===== config.mk =====
export PLATFORM = sky130hd
export DESIGN_NAME = sli_cell
export DESIGN_NICKNAME = d
export VERILOG_FILES = /design/src/rtl/sli_pkg.sv /design/src/rtl/sli_cell.sv
export SDC_FILE = /design/constraint.sdc
export NUM_CORES = 1
export LEC_CHECK = 0
export BUFFER_PORTS_ARGS = -buffer_cell sky130_fd_sc_hd__buf_2
export CAP_MARGIN = 20
export CORE_UTILIZATION = 30
export CTS_BUF_LIST = sky130_fd_sc_hd__clkbuf_8
export CTS_CLUSTER_DIAMETER = 100
export CTS_CLUSTER_SIZE = 30
export DETAILED_ROUTE_END_ITERATION = 7
export HOLD_SLACK_MARGIN = 0.1
export PLACE_DENSITY = 0.74
export SLEW_MARGIN = 5
export SYNTH_ARGS = -nofsm -noshare
export SYNTH_HDL_FRONTEND = slang
export SYNTH_SLANG_ARGS = --single-unit

===== constraint.sdc =====
create_clock -name clk -period 1.57 [get_ports clk]
set_input_delay 0.3925 -clock clk [delete_from_list [all_inputs] [get_ports clk]]
set_output_delay 0.3925 -clock clk [all_outputs]
set_load 0.03 [all_outputs]

===== src/rtl/sli_pkg.sv =====
// sli_pkg: shared types and codes for the segmented list intersection block.
// No dependencies; imported by sli_cell and segmented_list_intersection.
`default_nettype none

package sli_pkg;

  localparam int unsigned VALUE_W = 64;
  localparam int unsigned TOTAL_W = 32;

  // request codes carried in req_type
  localparam logic [1:0] REQ_LOAD  = 2'd0;
  localparam logic [1:0] REQ_PROBE = 2'd1;
  localparam logic [1:0] REQ_END   = 2'd2;

  localparam logic [TOTAL_W-1:0] TOTAL_MAX = '1;

  typedef struct packed {
    logic [1:0]                req_type;
    logic signed [VALUE_W-1:0] value;
  } sli_req_t;

  typedef struct packed {
    logic                      is_boundary;
    logic signed [VALUE_W-1:0] match_value;
    logic [TOTAL_W-1:0]        match_total;
    logic                      overflow;
  } sli_rsp_t;

  // per-cycle controls broadcast along the cell row
  typedef struct packed {
    logic shift;   // load word: every cell takes its left neighbor's value
    logic probe;   // probe word: every cell compares and registers a hit
  } sli_cell_ctrl_t;

endpackage

`default_nettype wire


===== src/rtl/sli_cell.sv =====
// sli_cell: one storage cell of the row; holds one second-list element.
// Depends on sli_pkg.
`default_nettype none

module sli_cell (
  input  wire logic                           clk,
  input  wire logic                           rst,
  input  wire sli_pkg::sli_cell_ctrl_t        ctrl,
  input  wire logic                           live,      // cell lies below fill count
  input  wire logic [sli_pkg::VALUE_W-1:0]    shift_in,  // from left neighbor
  input  wire logic [sli_pkg::VALUE_W-1:0]    probe_value,
  output logic      [sli_pkg::VALUE_W-1:0]    shift_out, // to right neighbor
  output logic                                hit
);
  import sli_pkg::*;

  logic [VALUE_W-1:0] elem;

  // element register, no reset: only read once live
  always_ff @(posedge clk) begin
    if (ctrl.shift) begin
      elem <= shift_in;
    end
  end

  always_ff @(posedge clk) begin
    if (rst) begin
      hit <= 1'b0;
    end else begin
      hit <= ctrl.probe & live & (elem == probe_value);
    end
  end

  assign shift_out = elem;

endmodule

`default_nettype wire


==> results summary <==
The number of max-cap violations came out at 0. The detail-routed net length per standard cell came out at 13.7 um. The number of I/O pins came out at 198. Timing would allow up to 639 MHz. The sink count of the clock tree came out at 65.

Including well taps, the total number of placed cells is 458. The number of remaining DRC errors is 0. The starting utilization of the core area came out at between 30% and 40%.

Setup repair after global routing could not meet its margin everywhere. The initial antenna violation count is 0. The count of synthesis-stage warnings from yosys came out at 0. The total routing resource utilization after global routing is between 10% and 20%. The worst-case clock buffer depth came out at 2. Summed over its instances, the top area cell type makes up 72.5% of the synthesized netlist area.

The post-CTS clock slew at the launch and capture registers of the worst setup and hold paths is roughly 0.07 ns. The worst path meets setup with 0.00384 ns of slack. Relative to the synthesized area, the layout overhead comes to 52.4%. Per report_power, the clock group accounts for 33.0% of the total.

The number of nets with antenna violations after routing came out at 0. The count of fill cells added during filler insertion came out at between 700 and 800. Setup violations remaining at the end of the flow were counted as 0. The critical path class is reg -> reg. Counting flops and latches in the post-synthesis netlist gives 65.

The final-layout worst hold slack came out at 0.225 ns. The largest clock skew in the final design came out at 0.00799 ns. STA puts the critical path data arrival time at 1.81 ns. The worst max-slew margin expressed relative to the limit came out at 76.9%.

The cell at the root of the clock tree is sky130_fd_sc_hd__clkbuf_8. The number of slew-limit violations in the final report came out at 0. The aggregate global routing overflow came out at 0. In this run the vertical extent of the chip is 96.0 um. The first detailed-routing pass took 4 iterations. The number of endpoints with negative hold slack in the final report is 0. In the synthesized netlist, the number of instances is 152. The biggest area consumer among synthesized cells is sky130_fd_sc_hd__edfxtp_1. The port buffer count is 197.

The final clock period utilization by the worst path came out at 99.8%. The detailed router finished its first iteration with 34 violations. The post-route minimum period is 1.57 ns.

The die covers 0.00921 mm2. The number of library cell types mapped by synthesis is 10. The number of standard-cell rows in the floorplan came out at 33. Excluding fillers, the count of instances in the completed layout stands at 474.

The cell area after technology mapping came out at 0.00265 mm2. Entering global routing, the biggest net connects 37 pins. Along the worst path, the maximum fanout reaches 2.

The number of buffers created by CTS is 9. The worst setup path is launched from a flip-flop. The final layout contains roughly 500 nets. The total nets after synthesis is 285. The wire length of the first global-routing pass is approximately 9300 um. STA classifies the critical path endpoint as a flip-flop.

The sum of net half-perimeters after detailed placement is around 5400 um. The via count of the first global-routing pass is 2068. The antenna diode count came out at 0. The total wire length came out at 6510 um.

The routability congestion estimate is 0.730. The cts-stage hold buffer count came out at 0. The share of power burned in combinational logic is 18.1%. The H-tree depth came out at 3. Ranked by total cell area, the synthesized netlist is headed by sky130_fd_sc_hd__edfxtp_1 73%, sky130_fd_sc_hd__xor2_1 15%, sky130_fd_sc_hd__xnor2_1 6.6%. The internal power consumption came out at 3.25 mW. The endpoint required time on the critical path came out at 1.82 ns. The die outline width came out at ~96 um. The average footprint of a synthesized cell came out at about 17 um2.

The worst min-delay path category is in -> reg. The mean number of vias per cell came out at 4.31. The clock insertion delay at the later pin of the skew report is approximately 0.34 ns. The share of post-route cells with drive strength above 1 is 58.5%.

Before CTS, the worst setup slack after placement is -0.169 ns. The static leakage power is 1.81 nW. The share of synthesized area occupied by flip-flops and latches is 73.3%.

The run finished with clean final reports. The post-CTS setup-driven buffer insertion count came out at 0. Of the total power, registers draw 48.8%.

The slew at the pin closest to its max-slew limit came out at 0.343 ns. The via count came out at 2041. The worst-case IR drop observed on VDD is 0.521 mV.

For this design the total switching power over the nets is roughly 1.2 mW. The fraction of power spent switching nets came out at 26.2%. The CTS tree is built. The core outline area came out at 0.00838 mm2. The power density over cell area came out at 1090 mW/mm2.
cell usage after synthesis:
cell	instances
sky130_fd_sc_hd__nor4_2	1
sky130_fd_sc_hd__nor4_1	11
sky130_fd_sc_hd__xnor2_1	20
sky130_fd_sc_hd__dfxtp_1	1
sky130_fd_sc_hd__nor3_1	1
sky130_fd_sc_hd__or4_1	1
sky130_fd_sc_hd__edfxtp_1	64
sky130_fd_sc_hd__nand4_1	8
sky130_fd_sc_hd__xor2_1	44
sky130_fd_sc_hd__nand2_1	1
worst max-delay path, stage by stage (launching register included):
cell and delay (ns):
sky130_fd_sc_hd__edfxtp_1 0.43, sky130_fd_sc_hd__xnor2_2 0.16, sky130_fd_sc_hd__nand4_1 0.09, sky130_fd_sc_hd__or4_4 0.55
sky130_fd_sc_hd__nor4_4 0.25
placed cells by master (no fill, tap or decap), drive strengths merged:
cell,netlist,routed
buf,0,201
edfxtp,64,64
xor2,44,44
xnor2,20,20
nor4,12,12
clkbuf,0,9
nand4,8,8
inv,0,3
bufinv,0,2
clkinv,0,2
nor3,1,1
nand2,1,1
or4,1,1
dfxtp,1,1
timing repair:
action,4_1_cts,5_1_grt
resized for setup,2,2
pin swaps,8,1
endpoints found under the setup margin,1,1
area by class of cell:
class | count | area, um2 | share of cell area, %
flip-flops and latches | 65 | 1940 | 48.1
clock inverters | 7 | 78.8 | 1.95
repair buffers | 201 | 1030 | 25.5
multi-input cells | 87 | 734 | 18.2
well taps | 105 | 131 | 3.25
clock buffers | 9 | 124 | 3.07
path summary, 6_finish.rpt:
check / startpoint / endpoint / slack, ns / depth (start not counted)
worst max-delay path: shift_out[15] / hit / 0.004 / 4
worst min-delay path: shift_in[55] / shift_out[55] / 0.22 / 1
worst min register to register: shift_out[33] / hit / 0.73 / 4
worst max register to register: shift_out[15] / hit / 0.004 / 4
power by group through the flow:
stage	Clock (mW)	Sequential, mW	Combinational, mW
global route	1.56	2.17	0.858
floorplan	0	2.45	0.153
detailed placement	0	2.19	0.801
finish	1.45	2.15	0.798
CTS	1.51	2.15	0.805
global placement	0	2.18	0.791
logic make-up after synthesis:
family and share of synthesized area (%):
flip-flops 73.3, XOR/XNOR 21.2, AND/OR/NAND/NOR 5.57
flip-flops by register name, summed over array words and instances, names as in the netlist:
| register | count |
|---|---|
| shift_out | 64 |
| hit | 1 |
per-layer routing:
layer / routed length (um) / vias to the layer above / global-route usage [%]
met5: 0 / - / 0
met4: 143 / 0 / 8.96
met3: 559 / 13 / 4.58
met2: 3310 / 116 / 24.3
met1: 2490 / 920 / 15.3
li1: - / 992 / -
per-stage QoR:
step / power [mW] / instance area (um2) / setup TNS, ns / util, %
4_1_cts: 4.46 / 4020 / -0.00573 / 48.0
6_report: 4.40 / 4040 / 0 / 48.2
5_1_grt: 4.59 / 4040 / -0.121 / 48.2
3_5_place_dp: 2.99 / 3810 / -0.169 / 45.5
3_3_place_gp: 2.97 / 3810 / -0.0880 / 45.5
2_1_floorplan: 2.61 / 2650 / 0 / -
Note: power is estimated with default switching activity, not from simulation.
